`config.mk`:
```
export PLATFORM = sky130hd
export DESIGN_NAME = dns_ptr_answer_extractor_unit
export DESIGN_NICKNAME = d
export VERILOG_FILES = /design/src/rtl/dpae_pkg.sv /design/src/rtl/dpae_core.sv /design/src/rtl/dns_ptr_answer_extractor_unit.sv
export SDC_FILE = /design/constraint.sdc
export NUM_CORES = 1
export LEC_CHECK = 0
export ABC_AREA = 1
export ABC_CLOCK_PERIOD_IN_PS = 12680
export BUFFER_PORTS_ARGS = -buffer_cell sky130_fd_sc_hd__buf_2
export CELL_PAD_IN_SITES_DETAIL_PLACEMENT = 2
export CELL_PAD_IN_SITES_GLOBAL_PLACEMENT = 2
export CORE_MARGIN = 10
export CORE_UTILIZATION = 38
export DETAILED_ROUTE_END_ITERATION = 12
export PLACE_DENSITY_LB_ADDON = 0.3
export SYNTH_ARGS = -nofsm -noshare
export SYNTH_HDL_FRONTEND = slang
export SYNTH_SLANG_ARGS = --single-unit
```
`constraint.sdc`:
```
create_clock -name clk -period 12.68 [get_ports clk]
set_clock_uncertainty 0.05 [all_clocks]
set_input_delay 2.536 -clock clk [delete_from_list [all_inputs] [get_ports clk]]
set_output_delay 2.536 -clock clk [all_outputs]
set_load 0.01 [all_outputs]
```
`src/rtl/dpae_pkg.sv`:
```
// shared types and constants for the dns ptr answer extractor
`default_nettype none
package dpae_pkg;

  // field widths fixed by the byte stream format
  localparam int POS_W  = 10;
  localparam int NPOS_W = 17;
  localparam int LEN_W  = 11;

  // request codes
  localparam logic REQ_BYTE  = 1'b0;
  localparam logic REQ_CLEAR = 1'b1;

  // header byte offsets
  localparam logic [POS_W-1:0] HDR_QD_HI = 10'd4;
  localparam logic [POS_W-1:0] HDR_QD_LO = 10'd5;
  localparam logic [POS_W-1:0] HDR_AN_HI = 10'd6;
  localparam logic [POS_W-1:0] HDR_AN_LO = 10'd7;
  localparam logic [POS_W-1:0] HDR_LAST  = 10'd11;
  localparam logic [LEN_W-1:0] HDR_LEN   = 11'd12;

  // fixed answer part offsets
  localparam logic [POS_W-1:0] FX_TYPE_HI = 10'd0;
  localparam logic [POS_W-1:0] FX_TYPE_LO = 10'd1;
  localparam logic [POS_W-1:0] FX_RDL_HI  = 10'd8;
  localparam logic [POS_W-1:0] FX_RDL_LO  = 10'd9;

  localparam logic [NPOS_W-1:0] FIXED_LEN = 17'd10;
  localparam logic [NPOS_W-1:0] QTAIL_LEN = 17'd5;
  localparam logic [NPOS_W-1:0] PTR_LEN   = 17'd2;
  localparam logic [NPOS_W-1:0] ONE_POS   = 17'd1;
  localparam logic [POS_W-1:0]  POS_MAX   = 10'd1023;

  localparam logic [7:0]  PTR_MARK  = 8'hC0;
  localparam logic [7:0]  DOT_CHAR  = 8'h2E;
  localparam logic [15:0] TYPE_PTR  = 16'd12;

  // parse phases, one-hot
  typedef enum logic [6:0] {
    PH_HEADER = 7'b0000001,
    PH_QNAME  = 7'b0000010,
    PH_ASTART = 7'b0000100,
    PH_ANAME  = 7'b0001000,
    PH_FIXED  = 7'b0010000,
    PH_RDATA  = 7'b0100000,
    PH_IDLE   = 7'b1000000
  } phase_t;

  // one input request
  typedef struct packed {
    logic             req_type;
    logic [7:0]       data_byte;
    logic [POS_W-1:0] packet_len;
    logic             first_byte;
  } req_t;

  // one result
  typedef struct packed {
    logic [7:0] name_char;
    logic       char_valid;
    logic       name_done;
    logic [3:0] service_index;
  } res_t;

endpackage
`default_nettype wire

```
`src/rtl/dpae_core.sv`:
```
// parse state and per-byte next-state logic of the extractor
`default_nettype none
module dpae_core #(
  parameter int MAX_SERVICES = 16,
  parameter int MAX_PACKET   = 512,
  parameter int NAME_LIMIT   = 31
) (
  input  wire             clk,
  input  wire             rst_n,
  input  wire             step,
  input  dpae_pkg::req_t  req,
  output dpae_pkg::res_t  res,
  output logic            res_hit
);
  import dpae_pkg::*;

  localparam int CNT_W = $clog2(MAX_SERVICES + 1);
  localparam int NL_W  = $clog2(NAME_LIMIT + 1);
  localparam logic [LEN_W-1:0] MAXP    = LEN_W'(MAX_PACKET);
  localparam logic [CNT_W-1:0] MAXS    = CNT_W'(MAX_SERVICES);
  localparam logic [NL_W-1:0]  NLIM    = NL_W'(NAME_LIMIT);
  localparam logic [NL_W-1:0]  NL_ONE  = NL_W'(1);
  localparam logic [CNT_W-1:0] CNT_ONE = CNT_W'(1);

  phase_t              phase_r, phase_nxt;
  logic [POS_W-1:0]    pos_r, pos_nxt;
  logic [NPOS_W-1:0]   np_r, np_nxt;
  logic [15:0]         ql_r, ql_nxt;
  logic [15:0]         al_r, al_nxt;
  logic [15:0]         rt_r, rt_nxt;
  logic [7:0]          rdl_hi_r, rdl_hi_nxt;
  logic [NPOS_W-1:0]   re_r, re_nxt;
  logic [7:0]          ll_r, ll_nxt;
  logic [NL_W-1:0]     nl_r, nl_nxt;
  logic [CNT_W-1:0]    cnt_r, cnt_nxt;

  phase_t              ph;
  logic [POS_W-1:0]    pos;
  logic [NPOS_W-1:0]   pos17;
  logic [LEN_W-1:0]    len;
  logic [NPOS_W:0]     fx_end;
  logic [POS_W-1:0]    off;
  logic [15:0]         rdl_full;
  logic [15:0]         qdec;
  logic [NPOS_W-1:0]   start;
  logic [NPOS_W:0]     rd_end;
  logic                fin;
  logic [CNT_W+3:0]    cnt_ext;
  logic [7:0]          chr;
  logic                cv;
  logic                done;

  // next state and result for the request at the input register
  always_comb begin
    phase_nxt  = phase_r;
    pos_nxt    = pos_r;
    np_nxt     = np_r;
    ql_nxt     = ql_r;
    al_nxt     = al_r;
    rt_nxt     = rt_r;
    rdl_hi_nxt = rdl_hi_r;
    re_nxt     = re_r;
    ll_nxt     = ll_r;
    nl_nxt     = nl_r;
    cnt_nxt    = cnt_r;
    chr        = '0;
    cv         = 1'b0;
    done       = 1'b0;
    fin        = 1'b0;
    ph         = req.first_byte ? PH_HEADER : phase_r;
    pos        = req.first_byte ? '0 : pos_r;
    pos17      = {{(NPOS_W-POS_W){1'b0}}, pos};
    len        = ({1'b0, req.packet_len} > MAXP) ? MAXP : {1'b0, req.packet_len};
    fx_end     = {1'b0, np_r} + {1'b0, FIXED_LEN};
    off        = POS_W'(pos17 - np_r);
    rdl_full   = {rdl_hi_r, req.data_byte};
    qdec       = ql_r - 16'd1;
    start      = np_r + FIXED_LEN;
    rd_end     = {1'b0, start} + {{(NPOS_W-15){1'b0}}, rdl_full};
    cnt_ext    = {4'b0, cnt_r};

    if (req.req_type == REQ_CLEAR) begin
      cnt_nxt = '0;
    end else begin
      phase_nxt = ph;
      pos_nxt   = (pos != POS_MAX) ? pos + 10'd1 : pos;
      if ({1'b0, pos} < len) begin
        case (ph)
          PH_HEADER: begin
            if (len < HDR_LEN) begin
              phase_nxt = PH_IDLE;
            end else begin
              case (pos)
                HDR_QD_HI: ql_nxt = {req.data_byte, 8'h00};
                HDR_QD_LO: ql_nxt = {ql_r[15:8], req.data_byte};
                HDR_AN_HI: al_nxt = {req.data_byte, 8'h00};
                HDR_AN_LO: al_nxt = {al_r[15:8], req.data_byte};
                HDR_LAST: begin
                  np_nxt = NPOS_W'(HDR_LEN);
                  if (al_r == 16'd0)      phase_nxt = PH_IDLE;
                  else if (ql_r == 16'd0) phase_nxt = PH_ASTART;
                  else                    phase_nxt = PH_QNAME;
                end
                default: ;
              endcase
            end
          end
          PH_QNAME: begin
            if (pos17 >= np_r && req.data_byte == 8'h00) begin
              ql_nxt = qdec;
              np_nxt = pos17 + QTAIL_LEN;
              if (qdec == 16'd0) phase_nxt = PH_ASTART;
            end
          end
          PH_ASTART: begin
            if (pos17 >= np_r) begin
              if (al_r == 16'd0 || cnt_r >= MAXS) begin
                phase_nxt = PH_IDLE;
              end else begin
                al_nxt = al_r - 16'd1;
                if (req.data_byte == PTR_MARK) begin
                  np_nxt    = pos17 + PTR_LEN;
                  phase_nxt = PH_FIXED;
                end else if (req.data_byte == 8'h00) begin
                  np_nxt    = pos17 + ONE_POS;
                  phase_nxt = PH_FIXED;
                end else begin
                  phase_nxt = PH_ANAME;
                end
              end
            end
          end
          PH_ANAME: begin
            if (req.data_byte == 8'h00) begin
              np_nxt    = pos17 + ONE_POS;
              phase_nxt = PH_FIXED;
            end
          end
          PH_FIXED: begin
            if (pos17 >= np_r) begin
              case (off)
                FX_TYPE_HI: begin
                  if (fx_end > {{(NPOS_W-LEN_W+1){1'b0}}, len}) phase_nxt = PH_IDLE;
                  else rt_nxt = {req.data_byte, 8'h00};
                end
                FX_TYPE_LO: rt_nxt = {rt_r[15:8], req.data_byte};
                FX_RDL_HI:  rdl_hi_nxt = req.data_byte;
                FX_RDL_LO: begin
                  rdl_hi_nxt = rdl_hi_r;
                  if (rt_r == TYPE_PTR && rdl_full != 16'd0 &&
                      rd_end <= {{(NPOS_W-LEN_W+1){1'b0}}, len}) begin
                    np_nxt    = start;
                    re_nxt    = rd_end[NPOS_W-1:0];
                    nl_nxt    = '0;
                    ll_nxt    = '0;
                    phase_nxt = PH_RDATA;
                  end else begin
                    np_nxt    = rd_end[NPOS_W-1:0];
                    phase_nxt = PH_ASTART;
                  end
                end
                default: ;
              endcase
            end
          end
          PH_RDATA: begin
            if (pos17 >= np_r) begin
              // label length byte or label character
              if (ll_r == 8'd0) begin
                if (req.data_byte == 8'h00 || req.data_byte == PTR_MARK) begin
                  fin = 1'b1;
                end else begin
                  if (nl_r != '0) begin
                    chr    = DOT_CHAR;
                    cv     = 1'b1;
                    nl_nxt = nl_r + NL_ONE;
                  end
                  ll_nxt = req.data_byte;
                end
              end else begin
                chr    = req.data_byte;
                cv     = 1'b1;
                nl_nxt = nl_r + NL_ONE;
                ll_nxt = ll_r - 8'd1;
              end
              if (nl_nxt >= NLIM || (pos17 + ONE_POS) >= re_r) fin = 1'b1;
              // end of name: commit if anything was emitted
              if (fin) begin
                if (nl_nxt != '0) begin
                  done    = 1'b1;
                  cnt_nxt = cnt_r + CNT_ONE;
                end
                np_nxt    = re_r;
                phase_nxt = PH_ASTART;
              end
            end
          end
          default: ;
        endcase
      end
    end
  end

  assign res.name_char     = chr;
  assign res.char_valid    = cv;
  assign res.name_done     = done;
  assign res.service_index = cnt_ext[3:0];
  assign res_hit           = cv | done;

  // control state
  always_ff @(posedge clk) begin
    if (!rst_n) begin
      phase_r <= PH_HEADER;
      pos_r   <= '0;
      np_r    <= '0;
      ql_r    <= '0;
      al_r    <= '0;
      rt_r    <= '0;
      rdl_hi_r <= '0;
      re_r    <= '0;
      ll_r    <= '0;
      nl_r    <= '0;
      cnt_r   <= '0;
    end else if (step) begin
      phase_r <= phase_nxt;
      pos_r   <= pos_nxt;
      np_r    <= np_nxt;
      ql_r    <= ql_nxt;
      al_r    <= al_nxt;
      rt_r    <= rt_nxt;
      rdl_hi_r <= rdl_hi_nxt;
      re_r    <= re_nxt;
      ll_r    <= ll_nxt;
      nl_r    <= nl_nxt;
      cnt_r   <= cnt_nxt;
    end
  end

  // service count stays within the table
  a_cnt_bound: assert property (@(posedge clk) disable iff (!rst_n)
    cnt_r <= MAXS) else $error("service count above table size");

  // name length stays within the limit
  a_nl_bound: assert property (@(posedge clk) disable iff (!rst_n)
    nl_r <= NLIM) else $error("name length above limit");

  // a commit advances the service count by one
  a_commit: assert property (@(posedge clk) disable iff (!rst_n)
    step && res_hit && res.name_done |=> cnt_r == $past(cnt_r) + CNT_ONE)
    else $error("commit did not advance service count");

  // characters only come out while reading rdata
  a_char_phase: assert property (@(posedge clk) disable iff (!rst_n)
    res.char_valid |-> phase_r == PH_RDATA && !req.first_byte)
    else $error("character outside rdata");

endmodule
`default_nettype wire

```
`src/rtl/dns_ptr_answer_extractor_unit.sv`:
```
// top level of the dns ptr answer extractor: request and result registers
//
//  channel | ports                                              | direction
//  --------+----------------------------------------------------+----------
//  in      | in_valid in_ready in_req_type in_data_byte         | request in
//          | in_packet_len in_first_byte                        |
//  out     | out_valid out_ready out_name_char out_char_valid   | result out
//          | out_name_done out_service_index                    |
//
// one request per cycle sustained while no held result stalls; a request waits in the request
// register, where the parse logic updates the state and loads the result register.
// result valid rises as the result register loads, which waits until the output is free.
// synchronous active-low reset clears parse state and service count.
// a held result stalls only requests that make a result; others pass through.
`default_nettype none
module dns_ptr_answer_extractor_unit #(
  parameter int MAX_SERVICES = 16,
  parameter int MAX_PACKET   = 512,
  parameter int NAME_LIMIT   = 31
) (
  input  wire        clk,
  input  wire        rst_n,
  input  wire        in_valid,
  output logic       in_ready,
  input  wire        in_req_type,
  input  wire  [7:0] in_data_byte,
  input  wire  [9:0] in_packet_len,
  input  wire        in_first_byte,
  output logic       out_valid,
  input  wire        out_ready,
  output logic [7:0] out_name_char,
  output logic       out_char_valid,
  output logic       out_name_done,
  output logic [3:0] out_service_index
);
  import dpae_pkg::*;

  logic   req_valid_r;
  req_t   req_r;
  res_t   res;
  logic   res_hit;
  logic   step;
  logic   out_valid_r;
  res_t   out_res_r;

  // request moves on unless its result would hit a held output
  assign step     = req_valid_r && (!out_valid_r || out_ready || !res_hit);
  assign in_ready = !req_valid_r || step;

  // request register
  always_ff @(posedge clk) begin
    if (!rst_n) begin
      req_valid_r <= 1'b0;
    end else if (in_valid && in_ready) begin
      req_valid_r <= 1'b1;
    end else if (step) begin
      req_valid_r <= 1'b0;
    end
  end

  always_ff @(posedge clk) begin
    if (in_valid && in_ready) begin
      req_r.req_type   <= in_req_type;
      req_r.data_byte  <= in_data_byte;
      req_r.packet_len <= in_packet_len;
      req_r.first_byte <= in_first_byte;
    end
  end

  dpae_core #(
    .MAX_SERVICES (MAX_SERVICES),
    .MAX_PACKET   (MAX_PACKET),
    .NAME_LIMIT   (NAME_LIMIT)
  ) u_core (
    .clk     (clk),
    .rst_n   (rst_n),
    .step    (step),
    .req     (req_r),
    .res     (res),
    .res_hit (res_hit)
  );

  // result register
  always_ff @(posedge clk) begin
    if (!rst_n) begin
      out_valid_r <= 1'b0;
    end else if (step && res_hit) begin
      out_valid_r <= 1'b1;
    end else if (out_ready) begin
      out_valid_r <= 1'b0;
    end
  end

  always_ff @(posedge clk) begin
    if (step && res_hit) begin
      out_res_r <= res;
    end
  end

  assign out_valid         = out_valid_r;
  assign out_name_char     = out_res_r.name_char;
  assign out_char_valid    = out_res_r.char_valid;
  assign out_name_done     = out_res_r.name_done;
  assign out_service_index = out_res_r.service_index;

  // a waiting request is never dropped
  a_req_hold: assert property (@(posedge clk) disable iff (!rst_n)
    req_valid_r && !step |=> req_valid_r) else $error("request lost");

  // a held result is never overwritten
  a_no_overrun: assert property (@(posedge clk) disable iff (!rst_n)
    out_valid_r && !out_ready |-> !(step && res_hit)) else $error("result overrun");

  // a waiting result keeps its valid and its value
  a_out_hold: assert property (@(posedge clk) disable iff (!rst_n)
    out_valid_r && !out_ready |=> out_valid_r && $stable(out_res_r))
    else $error("result changed while held");

endmodule
`default_nettype wire
```
==> impl_results.md <==
- Starting DRT DRC Count: 1164
- Clk Latency, worst-skew pair: around 480 ps
- Ys async rst share: 0
- Worst Hold Class: flop to flop
- Dpl hpwl: between 40000 and 50000 µm
- Num CTS Buffers: 17
- Drt total wl: about 67000 µm
- LEAKAGE: 0.00698 µW
- Row cnt: 68
- Final GP Congestion: between 0.9 and 1
- CP Data Required Time: ~10000 ps
- Die width: roughly 210 µm
- Residual DRC count: 0
- CTS Sinks: around 160
- Fraction of the yosys area taken by sequential cells: 0.269
- F_max: about 130 MHz
- Area of the multi-input gates: between 8000 and 9000 µm²
- Storage cell area: between 3000 and 4000 µm²
- Sw Share: 0.360
- Die Ht: just over 200 µm
- Core ar.: approximately 34000 µm²
- Wire length of the first global-routing pass: 103000 µm
- Power share of the clock group: 0.400
- # setup viols final: 0
- Antenna violations before repair: 2
- Critical path fanouts, max: 12
- GRT Util Overall: 0.313
- PostCTS Resize Cnt: 0
- Synth Area per Inst: roughly 6.2 µm²
- Final Max Tran Viols: 0
- Remaining Overflow, GRT: 0
- Clk root buf: clkbuf_16
- Total negative setup slack: 0 ps
- Layout Nets: 2266
- Pre-Repair DR Iteration Count: 6
- Switching power: slightly below 500 µW
- Setup CP Type: flop to output port
- Pwr Density: around 96 nW/µm²
- Post-CTS repair timing setup buffer count: 0
- H-tree depth: 4
- Clk slew on worst S/H paths: 70 ps
- Status: complete, no violations
- Starting Density: 0.384
- Clock buffer depth: 2
- Final hold viol count: 0
- Register bit total from synthesis: 161
- RSZ-0062 raised after global routing: no
- Seq pwr share: 0.399
- Period utilization: 0.623
- Tot Pwr: ~1400 µW
- Layout cell share with drive strength beyond 1: 0.0664
- Drt via density: 5.88
- Cell Int Power: 883 µW
- CTS hold repair buffers: 0
- Worst setup EP type: output port
- Largest net degree at the start of global routing: 72
- Syn nets: between 2k and 2.5k
- Vias in the first global route: approximately 17k
- Post-synth EDFFs: 34
- Library cells used by synthesis: 58
- Synth-to-Final Area Change: 8.80%
- CTS tree: built
- Worst slew margin: 0.159
- WP data arrival: between 5000 and 6000 ps
- Post-Syn Area: between 10000 and 15000 µm²
- Post-Syn Instances: between 2k and 2.5k
- Ports: 40
- Routed via count: about 15k
- Max cap viols: 0
- Post-route ant nets: 0
- I/O Buffers: 39
- Synth Flop Type: dfxtp_1
- Final worst path period need: a little under 8000 ps
- Worst Tran Pin Value: roughly 1300 ps
- Fill cells: ~4.4k
- Routed len/inst: between 20 and 30 µm
- Die footprint: 42700 µm²
- CP startpoint kind: flop
- YS warnings: 0
- Gate power share: 0.200
- Peak VDD IR: between 100 and 150 µV
## cells in the mapped netlist, drive strengths merged, types with 2 or more instances
cell / number / area (µm²)
nand4: 60 / 382
clkinv: 5 / 18.8
fa: 2 / 40.0
o31ai: 4 / 30.0
nor3: 43 / 235
edfxtp: 34 / 1020
o21a: 3 / 22.5
o22ai: 14 / 87.6
nor2: 328 / 1300
or2: 7 / 43.8
xnor2: 10 / 87.6
o2111ai: 4 / 35.0
inv: 294 / 1100
ha: 85 / 1060
a211oi: 10 / 75.1
buf: 27 / 159
o21ai: 105 / 526
nand3: 145 / 763
nand2: 608 / 2340
o221ai: 4 / 35.0
xor2: 40 / 350
clkbuf: 26 / 98.8
o21bai: 3 / 22.5
a21oi: 115 / 587
dfxtp: 127 / 2540
a221oi: 2 / 17.5
o211ai: 3 / 22.5
a31oi: 8 / 50.1
nand3b: 5 / 37.5
nor4: 7 / 50.1
and2: 2 / 12.5
a21boi: 2 / 15.0
## sequential cells by signal (all words and copies together) (netlist names), 10 cells and up
name / count
u_core.re_r: 17
u_core.np_r: 17
u_core.ql_r: 16
u_core.rt_r: 16
u_core.al_r: 16
u_core.pos_r: 10
req_r: 20
## metal layers
metal  vias to the layer above  global-route usage  part of all wire  wire length, µm
met2                       526               0.547              0.49            33000
met4                         0               0.155             0.043             2890
li1                       6964                   -                 -                -
met3                       176              0.0607             0.056             3760
met5                         -                   0                 0                0
met1                      7756               0.359              0.41            27000
## final timing paths
check,slack [ps],cells after the start,to,start
setup / recovery,4780,20,in_ready,req_r[0]$_DFFE_PP_
hold reg to reg,440,2,u_core.phase_r[3]$_SDFFE_PN0P_,u_core.phase_r[3]$_SDFFE_PN0P_
setup reg to reg,5890,26,u_core.re_r[3]$_SDFFE_PN0P_,u_core.np_r[1]$_SDFFE_PN0P_
hold / removal,440,2,u_core.phase_r[3]$_SDFFE_PN0P_,u_core.phase_r[3]$_SDFFE_PN0P_
## stage by stage
step / hold slack (ps) / area [µm²] / setup slack (ps) / utilization / instances
finish: 437 / 14400 / 4780 / 0.418 / 2625
global route: 451 / 14400 / 4460 / 0.418 / 2623
CTS: 427 / 14400 / 4930 / 0.418 / 2623
detailed placement: 415 / 13800 / 5460 / 0.401 / 2591
global placement: 410 / 13800 / 5700 / 0.401 / 2591
floorplan: 393 / 13200 / 6940 / - / 2140
## cell usage in the layout, fill, tap and decap left out, drive strengths merged, types with 43 or more instances in the layout
| cell type | count |
|---|---|
| nand2 | 608 |
| nor2 | 328 |
| inv | 300 |
| nand3 | 145 |
| dfxtp | 127 |
| a21oi | 115 |
| o21ai | 105 |
| ha | 85 |
| nand4 | 60 |
| buf | 49 |
| nor3 | 43 |
## worst max-delay path, stage by stage (launching register included)
cell	delay, ps
edfxtp_1	580
inv_2	240
nand2_1	340
inv_1	390
ha_1	220
inv_1	140
nor2_1	360
nand2_1	150
xor2_1	280
ha_1	310
a21oi_1	160
o21a_1	120
nand2_1	50
nand2_1	50
nand2_1	50
nor3_1	580
nand2_1	300
nand3_2	160
nand2_2	90
nand3_1	130
buf_2	160
## layout make-up
class,count,area share
antenna,2,0.000347
clock buffer,18,0.0298
clock inverter,14,0.0103
inverter,299,0.0779
multi-input combinational,1627,0.576
sequential,161,0.247
tap,455,0.0395
timing repair buffer,49,0.0188
## kinds of logic after synthesis
kind of cell / count (synthesis) / synth area share
adder cells (fa/ha/maj): 87 / 0.0833
XOR/XNOR: 50 / 0.0331
buffers and inverters: 352 / 0.104
AND/OR/NAND/NOR: 1208 / 0.392
flip-flops: 161 / 0.269
AO/OA/AOI/OAI: 282 / 0.119
## power groups by stage
stage | clock network, µW | logic [µW] | registers [µW]
3_3_place_gp | 0 | 242 | 560
6_report | 552 | 276 | 551
3_5_place_dp | 0 | 259 | 561
2_1_floorplan | 0 | 173 | 551
5_1_grt | 573 | 302 | 551
4_1_cts | 556 | 269 | 550
Power figures use the tool's default switching activity.
